<file path="src/rtl/core/assert_macros.svh">
// Assertion macros shared by the RTL of the scheduler block.
// Defining NO_ASSERTIONS turns every macro into an empty statement.
`ifndef ASSERT_MACROS_SVH
`define ASSERT_MACROS_SVH
`ifndef NO_ASSERTIONS
`define ASSERT_CLK(label, clk, rstn, prop, msg) \
    label: assert property (@(posedge clk) disable iff (!rstn) prop) else $error(msg);
`define ASSERT_NEVER(label, clk, rstn, cond, msg) \
    label: assert property (@(posedge clk) disable iff (!rstn) !(cond)) else $error(msg);
`else
`define ASSERT_CLK(label, clk, rstn, prop, msg)
`define ASSERT_NEVER(label, clk, rstn, cond, msg)
`endif
`endif

</file>
<file path="src/rtl/core/rmts_pkg.sv">
// Package of the rate-monotonic task scheduler: codes, widths and the
// command and status structs between controller and datapath. No dependencies.
`timescale 1ns / 1ps
package rmts_pkg;

    localparam int DEFAULT_MAX_TASKS = 16;
    localparam int DEFAULT_TIME_BITS = 32;

    localparam int FUNC_W      = 2;
    localparam int ID_W        = 22;
    localparam int PERIOD_W    = 16;
    localparam int SLICE_W     = 16;
    localparam int UTIL_W      = 11;
    localparam int BOUND_W     = 10;
    localparam int STATUS_W    = 2;
    localparam int DIVIDEND_W  = 26;
    localparam int DIV_CNT_W   = 5;
    localparam int SUM_W       = 27;
    localparam int IN_TDATA_W  = 56;
    localparam int OUT_TDATA_W = 32;

    localparam logic [BOUND_W-1:0]    BOUND_RESET = 10'd639;
    localparam logic [DIVIDEND_W-1:0] UTIL_SCALE  = 26'd1000;

    typedef enum logic [FUNC_W-1:0] {
        FUNC_REGISTER   = 2'd0,
        FUNC_YIELD      = 2'd1,
        FUNC_DEREGISTER = 2'd2,
        FUNC_TICK       = 2'd3
    } func_t;

    typedef enum logic [STATUS_W-1:0] {
        STATUS_DONE      = 2'd0,
        STATUS_REFUSED   = 2'd1,
        STATUS_FULL      = 2'd2,
        STATUS_NOT_FOUND = 2'd3
    } status_t;

    typedef enum logic [1:0] {
        MODE_READY    = 2'd1,
        MODE_RUNNING  = 2'd2,
        MODE_SLEEPING = 2'd3
    } mode_t;

    typedef enum logic [3:0] {
        ST_IDLE,
        ST_FIND,
        ST_DIVW,
        ST_APPLY,
        ST_DSCAN,
        ST_DECIDE,
        ST_PREEMPT,
        ST_COMMIT,
        ST_DONE
    } state_t;

    typedef struct packed {
        logic load;
        logic find_step;
        logic apply;
        logic dscan_step;
        logic preempt;
        logic commit;
        logic finish;
    } dp_cmd_t;

    typedef struct packed {
        logic scan_last;
        logic is_reg;
        logic div_done;
        logic do_preempt;
        logic want_commit;
        logic out_busy;
    } dp_stat_t;

endpackage

</file>
<file path="src/rtl/core/rmts_div.sv">
// Restoring divider, one quotient bit per cycle, for the utilization figure.
// Depends on rmts_pkg for the operand widths.
`timescale 1ns / 1ps
module rmts_div (
    input  logic                           clk,
    input  logic                           rst_n,
    input  logic                           start,
    input  logic [rmts_pkg::DIVIDEND_W-1:0] dividend,
    input  logic [rmts_pkg::PERIOD_W-1:0]   divisor,
    output logic [rmts_pkg::DIVIDEND_W-1:0] quotient,
    output logic                           done
);
    import rmts_pkg::*;

    logic [DIVIDEND_W-1:0] quo_reg, quo_next;
    logic [PERIOD_W:0]     rem_reg, rem_next;
    logic [PERIOD_W-1:0]   dvs_reg;
    logic [DIV_CNT_W-1:0]  cnt_reg, cnt_next;
    logic                  busy_reg, busy_next;
    logic                  done_reg, done_next;
    logic [PERIOD_W:0]     rem_sh;

    always_comb
    begin
        rem_sh    = {rem_reg[PERIOD_W-1:0], quo_reg[DIVIDEND_W-1]};
        quo_next  = quo_reg;
        rem_next  = rem_reg;
        cnt_next  = cnt_reg;
        busy_next = busy_reg;
        done_next = done_reg;
        if (start)
        begin
            quo_next  = dividend;
            rem_next  = '0;
            cnt_next  = DIV_CNT_W'(DIVIDEND_W);
            busy_next = 1'b1;
            done_next = 1'b0;
        end
        else if (busy_reg)
        begin
            if (rem_sh >= {1'b0, dvs_reg})
            begin
                rem_next = rem_sh - {1'b0, dvs_reg};
                quo_next = {quo_reg[DIVIDEND_W-2:0], 1'b1};
            end
            else
            begin
                rem_next = rem_sh;
                quo_next = {quo_reg[DIVIDEND_W-2:0], 1'b0};
            end
            cnt_next = cnt_reg - 1'b1;
            if (cnt_reg == DIV_CNT_W'(1))
            begin
                busy_next = 1'b0;
                done_next = 1'b1;
            end
        end
    end

    always_ff @(posedge clk or negedge rst_n)
    begin
        if (!rst_n)
        begin
            busy_reg <= 1'b0;
            done_reg <= 1'b0;
            cnt_reg  <= '0;
        end
        else
        begin
            busy_reg <= busy_next;
            done_reg <= done_next;
            cnt_reg  <= cnt_next;
        end
    end

    always_ff @(posedge clk)
    begin
        quo_reg <= quo_next;
        rem_reg <= rem_next;
        if (start)
        begin
            dvs_reg <= divisor;
        end
    end

    assign quotient = quo_reg;
    assign done     = done_reg;

endmodule

</file>
<file path="src/rtl/core/rmts_datapath.sv">
// Datapath of the scheduler: task table, time, runner, scan registers and result.
// Depends on rmts_pkg and instantiates rmts_div.
`timescale 1ns / 1ps
module rmts_datapath #(
    parameter int MAX_TASKS = rmts_pkg::DEFAULT_MAX_TASKS,
    parameter int TIME_BITS = rmts_pkg::DEFAULT_TIME_BITS
) (
    input  logic                            clk,
    input  logic                            rst_n,
    input  rmts_pkg::dp_cmd_t               cmd,
    output rmts_pkg::dp_stat_t              stat,
    input  logic [rmts_pkg::IN_TDATA_W-1:0] in_data,
    input  logic [rmts_pkg::FUNC_W-1:0]     in_user,
    input  logic                            cfg_valid,
    input  logic [rmts_pkg::BOUND_W-1:0]    cfg_data,
    input  logic                            out_ready,
    output logic                            out_valid,
    output logic [rmts_pkg::OUT_TDATA_W-1:0] out_data
);
    import rmts_pkg::*;

    localparam int IDX_W = (MAX_TASKS > 1) ? $clog2(MAX_TASKS) : 1;

    logic [ID_W-1:0]      entry_id_reg      [MAX_TASKS];
    logic [PERIOD_W-1:0]  entry_period_reg  [MAX_TASKS];
    logic [UTIL_W-1:0]    entry_util_reg    [MAX_TASKS];
    mode_t                entry_mode_reg    [MAX_TASKS];
    logic [TIME_BITS-1:0] entry_release_reg [MAX_TASKS];
    logic [TIME_BITS-1:0] entry_wake_reg    [MAX_TASKS];
    logic [MAX_TASKS-1:0] entry_valid_reg;
    logic [MAX_TASKS-1:0] entry_armed_reg;

    logic [BOUND_W-1:0]   bound_reg;
    logic [TIME_BITS-1:0] time_now_reg;
    logic [IDX_W-1:0]     idx_reg;
    func_t                func_reg;
    logic [ID_W-1:0]      tid_reg;
    logic [PERIOD_W-1:0]  period_in_reg;

    logic                 cur_valid_reg, was_valid_reg;
    logic [IDX_W-1:0]     cur_slot_reg, was_slot_reg;
    logic [ID_W-1:0]      cur_id_reg;
    logic [PERIOD_W-1:0]  cur_period_reg;

    logic                 found_reg, free_found_reg;
    logic [IDX_W-1:0]     found_slot_reg, free_slot_reg;
    logic [TIME_BITS-1:0] found_release_reg;
    logic [PERIOD_W-1:0]  found_period_reg;
    logic [SUM_W-1:0]     sum_reg;

    logic                 best_found_reg;
    logic [IDX_W-1:0]     best_slot_reg;
    logic [PERIOD_W-1:0]  best_period_reg;
    logic [ID_W-1:0]      best_id_reg;

    status_t              status_reg;
    logic                 out_valid_reg;
    logic [OUT_TDATA_W-1:0] out_data_reg;

    logic [DIVIDEND_W-1:0] div_quo;
    logic                  div_done;
    logic [DIVIDEND_W-1:0] dividend;

    logic [ID_W-1:0]      rd_id;
    logic [PERIOD_W-1:0]  rd_period;
    mode_t                rd_mode;
    logic                 rd_valid;
    logic [TIME_BITS-1:0] wake_diff, yield_diff;
    logic                 tick_wake, scan_match, cand, better;
    logic                 yield_late, reg_refused, self_hit;
    logic                 switched;

    assign dividend = DIVIDEND_W'(in_data[ID_W+PERIOD_W +: SLICE_W]) * UTIL_SCALE;

    rmts_div u_div (
        .clk      (clk),
        .rst_n    (rst_n),
        .start    (cmd.load),
        .dividend (dividend),
        .divisor  (in_data[ID_W +: PERIOD_W]),
        .quotient (div_quo),
        .done     (div_done)
    );

    always_comb
    begin
        rd_id      = entry_id_reg[idx_reg];
        rd_period  = entry_period_reg[idx_reg];
        rd_mode    = entry_mode_reg[idx_reg];
        rd_valid   = entry_valid_reg[idx_reg];
        wake_diff  = time_now_reg - entry_wake_reg[idx_reg];
        tick_wake  = (func_reg == FUNC_TICK) && rd_valid && entry_armed_reg[idx_reg]
                     && !wake_diff[TIME_BITS-1];
        scan_match = rd_valid && (rd_id == tid_reg);
        cand       = rd_valid && (rd_mode == MODE_READY);
        better     = !best_found_reg || (rd_period < best_period_reg)
                     || ((rd_period == best_period_reg) && (rd_id < best_id_reg));
        yield_diff = found_release_reg - time_now_reg;
        yield_late = (yield_diff == '0) || yield_diff[TIME_BITS-1];
        reg_refused = (period_in_reg == '0) || found_reg
                      || ((SUM_W'(div_quo) + sum_reg) > SUM_W'(bound_reg));
        self_hit   = cur_valid_reg && (cur_slot_reg == found_slot_reg);
        switched   = (was_valid_reg != cur_valid_reg)
                     || (cur_valid_reg && (was_slot_reg != cur_slot_reg));
    end

    assign stat.scan_last   = (idx_reg == IDX_W'(MAX_TASKS - 1));
    assign stat.is_reg      = (func_reg == FUNC_REGISTER);
    assign stat.div_done    = div_done;
    assign stat.do_preempt  = best_found_reg && cur_valid_reg && (best_period_reg < cur_period_reg);
    assign stat.want_commit = best_found_reg && (!cur_valid_reg || (best_period_reg < cur_period_reg));
    assign stat.out_busy    = out_valid_reg && !out_ready;

    // Control state and valid bits.
    always_ff @(posedge clk or negedge rst_n)
    begin
        if (!rst_n)
        begin
            bound_reg       <= BOUND_RESET;
            time_now_reg    <= '0;
            idx_reg         <= '0;
            entry_valid_reg <= '0;
            entry_armed_reg <= '0;
            cur_valid_reg   <= 1'b0;
            cur_slot_reg    <= '0;
            out_valid_reg   <= 1'b0;
        end
        else
        begin
            if (cfg_valid)
            begin
                bound_reg <= cfg_data;
            end
            if (cmd.finish)
            begin
                out_valid_reg <= 1'b1;
            end
            else if (out_valid_reg && out_ready)
            begin
                out_valid_reg <= 1'b0;
            end
            if (cmd.load)
            begin
                if (func_t'(in_user) == FUNC_TICK)
                begin
                    time_now_reg <= time_now_reg + 1'b1;
                end
            end
            if (cmd.find_step || cmd.dscan_step)
            begin
                idx_reg <= stat.scan_last ? '0 : idx_reg + 1'b1;
            end
            if (cmd.find_step && tick_wake)
            begin
                entry_armed_reg[idx_reg] <= 1'b0;
            end
            if (cmd.apply)
            begin
                case (func_reg)
                    FUNC_REGISTER:
                    begin
                        if (!reg_refused && free_found_reg)
                        begin
                            entry_valid_reg[free_slot_reg] <= 1'b1;
                            entry_armed_reg[free_slot_reg] <= 1'b0;
                        end
                    end
                    FUNC_YIELD:
                    begin
                        if (found_reg)
                        begin
                            if (self_hit)
                            begin
                                cur_valid_reg <= 1'b0;
                            end
                            entry_armed_reg[found_slot_reg] <= !yield_late;
                        end
                    end
                    FUNC_DEREGISTER:
                    begin
                        if (found_reg)
                        begin
                            if (self_hit)
                            begin
                                cur_valid_reg <= 1'b0;
                            end
                            entry_valid_reg[found_slot_reg] <= 1'b0;
                            entry_armed_reg[found_slot_reg] <= 1'b0;
                        end
                    end
                    default:
                    begin
                    end
                endcase
            end
            if (cmd.dscan_step && cur_valid_reg && (idx_reg == cur_slot_reg)
                && (!rd_valid || (rd_mode != MODE_RUNNING)))
            begin
                cur_valid_reg <= 1'b0;
            end
            if (cmd.commit)
            begin
                cur_valid_reg <= 1'b1;
                cur_slot_reg  <= best_slot_reg;
            end
        end
    end

    // Table payload and scan registers.
    always_ff @(posedge clk)
    begin
        if (cmd.load)
        begin
            func_reg       <= func_t'(in_user);
            tid_reg        <= in_data[ID_W-1:0];
            period_in_reg  <= in_data[ID_W +: PERIOD_W];
            was_valid_reg  <= cur_valid_reg;
            was_slot_reg   <= cur_slot_reg;
            found_reg      <= 1'b0;
            free_found_reg <= 1'b0;
            sum_reg        <= '0;
        end
        if (cmd.find_step)
        begin
            if (scan_match)
            begin
                found_reg         <= 1'b1;
                found_slot_reg    <= idx_reg;
                found_release_reg <= entry_release_reg[idx_reg];
                found_period_reg  <= rd_period;
            end
            if (rd_valid)
            begin
                sum_reg <= sum_reg + SUM_W'(entry_util_reg[idx_reg]);
            end
            else if (!free_found_reg)
            begin
                free_found_reg <= 1'b1;
                free_slot_reg  <= idx_reg;
            end
            if (tick_wake)
            begin
                entry_mode_reg[idx_reg] <= MODE_READY;
            end
        end
        if (cmd.apply)
        begin
            best_found_reg <= 1'b0;
            status_reg     <= STATUS_DONE;
            case (func_reg)
                FUNC_REGISTER:
                begin
                    if (reg_refused)
                    begin
                        status_reg <= STATUS_REFUSED;
                    end
                    else if (!free_found_reg)
                    begin
                        status_reg <= STATUS_FULL;
                    end
                    else
                    begin
                        entry_id_reg[free_slot_reg]      <= tid_reg;
                        entry_period_reg[free_slot_reg]  <= period_in_reg;
                        entry_util_reg[free_slot_reg]    <= div_quo[UTIL_W-1:0];
                        entry_mode_reg[free_slot_reg]    <= MODE_SLEEPING;
                        entry_release_reg[free_slot_reg] <= time_now_reg
                                                            + TIME_BITS'(period_in_reg);
                    end
                end
                FUNC_YIELD:
                begin
                    if (!found_reg)
                    begin
                        status_reg <= STATUS_NOT_FOUND;
                    end
                    else
                    begin
                        entry_mode_reg[found_slot_reg] <= yield_late ? MODE_READY
                                                                     : MODE_SLEEPING;
                        if (!yield_late)
                        begin
                            entry_wake_reg[found_slot_reg] <= found_release_reg;
                        end
                        entry_release_reg[found_slot_reg] <= found_release_reg
                                                             + TIME_BITS'(found_period_reg);
                    end
                end
                FUNC_DEREGISTER:
                begin
                    if (!found_reg)
                    begin
                        status_reg <= STATUS_NOT_FOUND;
                    end
                end
                default:
                begin
                end
            endcase
        end
        if (cmd.dscan_step && cand && better)
        begin
            best_found_reg  <= 1'b1;
            best_slot_reg   <= idx_reg;
            best_period_reg <= rd_period;
            best_id_reg     <= rd_id;
        end
        if (cmd.preempt)
        begin
            entry_mode_reg[cur_slot_reg] <= MODE_READY;
        end
        if (cmd.commit)
        begin
            entry_mode_reg[best_slot_reg] <= MODE_RUNNING;
            cur_id_reg     <= best_id_reg;
            cur_period_reg <= best_period_reg;
        end
        if (cmd.finish)
        begin
            out_data_reg <= {6'd0, switched,
                             cur_valid_reg ? cur_id_reg : {ID_W{1'b0}},
                             cur_valid_reg, status_reg};
        end
    end

    assign out_valid = out_valid_reg;
    assign out_data  = out_data_reg;

endmodule

</file>
<file path="src/rtl/core/rmts_ctrl.sv">
// Controller of the scheduler: sequences lookup, update, dispatch and result.
// Depends on rmts_pkg.
`timescale 1ns / 1ps
module rmts_ctrl (
    input  logic               clk,
    input  logic               rst_n,
    input  logic               in_valid,
    output logic               in_ready,
    input  rmts_pkg::dp_stat_t stat,
    output rmts_pkg::dp_cmd_t  cmd
);
    import rmts_pkg::*;

    state_t state_reg, state_next;

    always_ff @(posedge clk or negedge rst_n)
    begin
        if (!rst_n)
        begin
            state_reg <= ST_IDLE;
        end
        else
        begin
            state_reg <= state_next;
        end
    end

    always_comb
    begin
        state_next = state_reg;
        cmd        = '0;
        in_ready   = 1'b0;
        case (state_reg)
            ST_IDLE:
            begin
                in_ready = 1'b1;
                if (in_valid)
                begin
                    cmd.load   = 1'b1;
                    state_next = ST_FIND;
                end
            end
            ST_FIND:
            begin
                cmd.find_step = 1'b1;
                if (stat.scan_last)
                begin
                    state_next = stat.is_reg ? ST_DIVW : ST_APPLY;
                end
            end
            ST_DIVW:
            begin
                if (stat.div_done)
                begin
                    state_next = ST_APPLY;
                end
            end
            ST_APPLY:
            begin
                cmd.apply  = 1'b1;
                state_next = ST_DSCAN;
            end
            ST_DSCAN:
            begin
                cmd.dscan_step = 1'b1;
                if (stat.scan_last)
                begin
                    state_next = ST_DECIDE;
                end
            end
            ST_DECIDE:
            begin
                if (stat.do_preempt)
                begin
                    state_next = ST_PREEMPT;
                end
                else if (stat.want_commit)
                begin
                    state_next = ST_COMMIT;
                end
                else
                begin
                    state_next = ST_DONE;
                end
            end
            ST_PREEMPT:
            begin
                cmd.preempt = 1'b1;
                state_next  = ST_COMMIT;
            end
            ST_COMMIT:
            begin
                cmd.commit = 1'b1;
                state_next = ST_DONE;
            end
            ST_DONE:
            begin
                if (!stat.out_busy)
                begin
                    cmd.finish = 1'b1;
                    state_next = ST_IDLE;
                end
            end
            default:
            begin
                state_next = ST_IDLE;
            end
        endcase
    end

endmodule

</file>
<file path="src/rtl/core/rate_monotonic_task_scheduler.sv">
// Rate-monotonic task scheduler with utilization admission.
// Requests enter on s_axis (func in tuser) and one result per request leaves on
// m_axis. The single configuration register util_bound is written on cfg.
// Every request walks the task table twice, once to look up the named task and
// once to pick the ready task with the shortest period, one entry per cycle.
// After the first walk a registration also waits for the utilization divider when
// that is longer than the walk; the table is then updated and the second walk
// runs, with a preempt step when the runner is preempted and a commit step when
// a task is dispatched, before the result is registered.
// One request is in work at a time; s_axis_tready is high while the block is
// free, also while a finished result still waits in the output register.
// If m_axis is stalled, a second finished result waits until the first leaves.
// Reset clears the table valid bits, time and the runner, and sets util_bound
// to 639; cfg writes are always taken.
// Depends on rmts_pkg, rmts_ctrl, rmts_datapath and rmts_div.
`timescale 1ns / 1ps
module rate_monotonic_task_scheduler #(
    parameter int MAX_TASKS = rmts_pkg::DEFAULT_MAX_TASKS,
    parameter int TIME_BITS = rmts_pkg::DEFAULT_TIME_BITS
) (
    input  logic                             clk,
    input  logic                             rst_n,
    input  logic                             s_axis_tvalid,
    output logic                             s_axis_tready,
    // Fields from bit 0: task_id[21:0], period_ms[37:22], slice_ms[53:38], zero fill.
    input  logic [rmts_pkg::IN_TDATA_W-1:0]  s_axis_tdata,
    // Fields from bit 0: func[1:0].
    input  logic [rmts_pkg::FUNC_W-1:0]      s_axis_tuser,
    output logic                             m_axis_tvalid,
    input  logic                             m_axis_tready,
    // Fields from bit 0: status[1:0], running_valid[2], running_id[24:3],
    // switched[25], zero fill.
    output logic [rmts_pkg::OUT_TDATA_W-1:0] m_axis_tdata,
    input  logic                             cfg_valid,
    output logic                             cfg_ready,
    input  logic [rmts_pkg::BOUND_W-1:0]     cfg_data
);
    import rmts_pkg::*;

    `include "assert_macros.svh"

    dp_cmd_t  cmd;
    dp_stat_t stat;

    assign cfg_ready = 1'b1;

    rmts_ctrl u_ctrl (
        .clk      (clk),
        .rst_n    (rst_n),
        .in_valid (s_axis_tvalid),
        .in_ready (s_axis_tready),
        .stat     (stat),
        .cmd      (cmd)
    );

    rmts_datapath #(
        .MAX_TASKS (MAX_TASKS),
        .TIME_BITS (TIME_BITS)
    ) u_dp (
        .clk       (clk),
        .rst_n     (rst_n),
        .cmd       (cmd),
        .stat      (stat),
        .in_data   (s_axis_tdata),
        .in_user   (s_axis_tuser),
        .cfg_valid (cfg_valid),
        .cfg_data  (cfg_data),
        .out_ready (m_axis_tready),
        .out_valid (m_axis_tvalid),
        .out_data  (m_axis_tdata)
    );

    `ASSERT_CLK(a_busy_after_accept, clk, rst_n, (s_axis_tvalid && s_axis_tready) |=> !s_axis_tready, "request accepted while busy")
    `ASSERT_NEVER(a_no_overwrite, clk, rst_n, cmd.finish && m_axis_tvalid && !m_axis_tready, "result overwrote a waiting result")
    `ASSERT_CLK(a_idle_id_zero, clk, rst_n, (m_axis_tvalid && !m_axis_tdata[2]) |-> (m_axis_tdata[24:3] == 22'd0), "running_id set without runner")

endmodule
</file>
<file path="config.mk">
export PLATFORM = sky130hd
export DESIGN_NAME = rate_monotonic_task_scheduler
export DESIGN_NICKNAME = d
export VERILOG_FILES = /design/src/rtl/core/rmts_pkg.sv /design/src/rtl/core/rmts_div.sv /design/src/rtl/core/rmts_datapath.sv /design/src/rtl/core/rmts_ctrl.sv /design/src/rtl/core/rate_monotonic_task_scheduler.sv
export VERILOG_INCLUDE_DIRS = /design/src /design/src/rtl/core
export SDC_FILE = /design/constraint.sdc
export NUM_CORES = 2
export LEC_CHECK = 0
export BUFFER_PORTS_ARGS = -buffer_cell sky130_fd_sc_hd__buf_2
export CAP_MARGIN = 20
export CORE_MARGIN = 3
export CORE_UTILIZATION = 25
export DETAILED_ROUTE_END_ITERATION = 12
export PLACE_DENSITY = 0.38
export SYNTH_ARGS = -nofsm -noshare
export SYNTH_HDL_FRONTEND = slang
export SYNTH_SLANG_ARGS = --single-unit
</file>
<file path="constraint.sdc">
create_clock -name clk -period 8.91 [get_ports clk]
set_input_delay 0.891 -clock clk [delete_from_list [all_inputs] [get_ports clk]]
set_output_delay 0.891 -clock clk [all_outputs]
set_load 0.02 [all_outputs]
</file>
==> results.ini <==
[yosys]
synth.top_cells.by_area = edfxtp_1 65%, mux4_2 14%, ha_1 3.5%
ys_types = 99
synthFlopType = edfxtp_1
synth_cells = 5412
synth-edff-count = 2072
synth_async_sr_flop_share = 0.0429
yosysWarningCount = 0
syn_area_per_cell_sq_um = 17.8
post-synth-top-area-fraction = 0.646
netlist.top_cell.by_area = edfxtp_1
synth_sequential_area_ratio = 0.681
post_synth_instance_area_sq_mm = 0.0963
synth.ff_latch_count = 2216

[setup_path]
cp.arrival_ns = 7.83
critPathCapture = u_dp.entry_release_reg[8][31]
r2r_end = u_dp.entry_release_reg[8][31]
r2r_startpoint = u_dp.u_div.quotient[0]
cp-start-kind = flop
worst-endpoint-required_ns = 9.38
worst_r2r_path_depth = 19
timing_worst_setup_path_type = flop to flop
timing.critical_path.to_type = flop
worst_setup_path_startpoint = u_dp.u_div.quotient[0]
setup.reg_to_reg.worst_slack_ns = 1.56
path_max_fanout = 32

[floorplan]
ioPinCount = 108
die_h_um = 627
floorplan.initialDensity = 0.251
floorplan.die_area_sq_mm = 0.393
die_w_um = 627
core_area_sq_mm = 0.383
std_cell_rows = 227

[routing]
dr_total_vias = 51300
avgViaCountPerCell = 4.68
antenna_left = 0
detailedRoute.firstPassIterationCount = 5
post_drt_wl_per_cell_um = 25.8
drtIter0Drc = 3936
post-route-drc-count = 0
drt_wl_total_um = 283000

[power_and_ir_drop]
switching_share = 0.323
pnr_total_power_uw = 33400
pwr-share-seq = 0.388
p_leak_uw = 0.0373
worst_ir_drop_on_vdd_v = 0.000263
power_density_mw_per_mm2 = 297
p_comb_frac = 0.302
net_switching_power_figure_uw = 10800
cellInternalPower_uw = 22600
power_frac_clock = 0.310

[clock_tree]
clkTransAtPathRegs_ns = 0.06
cts_tree = yes
cts.sink_count = 2216
max-clock-path-buffers = 4
cts-htree-levels = 5
cts_root_buffer = clkbuf_16
insertion_delay_ns = 0.87
numCtsBuffers = 262

[global_routing]
number_of_antenna_violations_at_the_first_check_in_global_routing = 19
grt_max_degree = 93
global_route.usage.total = 0.142
grt_first_pass_wirelength_um = 406000
global_route.overflow_total = 0
grt_pass1_vias = 54200

[place]
place.gp.congestion = 0.828
numPortBuffers = 98
post-place-cells = 10500
dp_hpwl_um = 170000

[outcome]
run_status = completed

[finish]
layout.core_utilization = 0.293
final_cells = 11000
layout-drive-gt1-share = 0.224
syn2layout_area_growth_pct = 16.5
final_common_cell = edfxtp_1
fin_nets = 6132
final.fill_count = 37700
layout.cells.most_common_list = 2072 x edfxtp_1, 584 x mux4_2, 272 x ha_1

[sta]
total_of_endpoints_with_negative_setup_slack_in_the_final_report = 0
max-slew-margin-rel = 0.220
period_share = 0.825
final_critical_path_required_period_ns = 7.35
max_freq_ghz = 0.136
grt_setup_unrepaired = false
skew_ns = 0.0440
timing.setup.tns_ns = 0
timing.hold.ws_ns = 0.196
worst_slew_pin_slew_ns = 1.16
report.final.slew_viol_count = 0
report.final.hold_viol_count = 0

[hold_path]
worstHoldPathType = input port to flop

[job]
maxCapViolations = 0

-- stage by stage --
stage               setup WS (ns)  area, sq um
CTS                          1.53       112000
global route                 1.23       112000
detailed placement           1.61       104000
finish                       1.56       112000
global placement             1.58       104000
floorplan                  0.0134        96400
-- metal layers --
layer  vias up  track usage  share of wire  wire, um
met5         -            0              0         0
met4         0       0.0330          0.024      6680
met3       349       0.0197          0.040     11300
met2      1089        0.236           0.48    135000
met1     27400        0.197           0.46    130000
li1      22400            -              -         -
-- worst min-delay path by stage --
stage	startpoint	to	slack (ns)	depth (start not counted)
3_5_place_dp	u_dp.best_id_reg[11]	u_dp.cur_id_reg[11]	0.44	0
4_1_cts	s_axis_tdata[36]	u_dp.u_div.dvs_reg[14]	0.09	1
3_3_place_gp	u_dp.best_id_reg[11]	u_dp.cur_id_reg[11]	0.43	0
5_1_grt	s_axis_tdata[36]	u_dp.u_div.dvs_reg[14]	0.13	1
2_1_floorplan	u_dp.status_reg[0]	u_dp.out_data[0]	0.40	0
6_report	s_axis_tdata[36]	u_dp.u_div.dvs_reg[14]	0.20	1
-- critical path, cell delays in order (launching register included) --
cell      delay (ns)
dfxtp_1         0.50
ha_1            0.35
fa_1            0.45
a211oi_1        0.35
o211ai_2        0.21
nand2_1         0.26
xnor2_1         0.19
ha_1            0.28
a21o_1          0.18
a21oi_1         0.20
nand2_1         0.07
o21ai_0         0.29
nand4_1         0.14
nor4_1          0.59
and3_1          0.26
nand4b_1        0.44
a211oi_1        0.89
a22oi_1         0.52
nor2_4          0.21
buf_4           0.52
-- cells by family (layout without fill, tap and decap cells) --
| logic type | count (synthesis) | count (layout) | synth area share |
|---|---|---|---|
| flip-flops | 2216 | 2216 | 0.681 |
| AND/OR/NAND/NOR | 875 | 875 | 0.0454 |
| AO/OA/AOI/OAI | 706 | 706 | 0.0484 |
| multiplexers | 624 | 624 | 0.141 |
| buffers and inverters | 464 | 978 | 0.0190 |
| adder cells (fa/ha/maj) | 332 | 332 | 0.0478 |
| XOR/XNOR | 193 | 193 | 0.0175 |
| other | 2 | 12 | 0.0000780 |
-- final cells by class --
cell class,instances,area [sq um],share of cell area
sequential,2216,65600,0.584
multi-input combinational,2737,29300,0.261
clock buffer,329,6950,0.0619
tap,5038,6300,0.0561
timing repair buffer,272,1990,0.0178
clock inverter,139,1240,0.0111
inverter,238,896,0.00798
antenna,5,12.5,0.000111
-- power groups by stage --
stage | Combinational [uW] | Sequential, uW | Clock [uW]
finish | 10100 | 13000 | 10400
global route | 11100 | 13000 | 11100
CTS | 10300 | 13000 | 10700
detailed placement | 10300 | 13200 | 0
global placement | 10300 | 13200 | 0
floorplan | 7040 | 12800 | 0
-- cell usage after synthesis (11+ instances only) --
master	count
a2111oi_0	11
a211oi_1	22
a21boi_0	15
a21o_1	73
a21oi_1	151
a31oi_1	28
and2_1	40
and3_1	35
buf_1	49
buf_2	29
buf_4	13
clkbuf_1	134
dfrtp_1	87
dfxtp_1	49
edfxtp_1	2072
fa_1	60
ha_1	272
inv_1	237
mux2i_1	30
mux4_2	584
nand2_1	194
nand2b_1	31
nand3_1	105
nand3b_1	13
nand4_1	48
nor2_1	203
nor2b_1	39
nor3_1	78
nor4_1	22
o2111ai_1	11
o211ai_1	26
o21a_1	13
o21ai_0	191
o21bai_1	11
o221ai_1	15
o22ai_1	16
o31ai_1	14
o41ai_1	16
or3_1	17
xnor2_1	115
xor2_1	78
-- what timing repair did --
item / 4_1_cts / 5_1_grt
setup buffers: 0 / 0
gates resized for setup: 0 / 0
hold buffers: 1 / 0
hold endpoints to repair: 31 / 0
(Power assumes the default switching activity.)
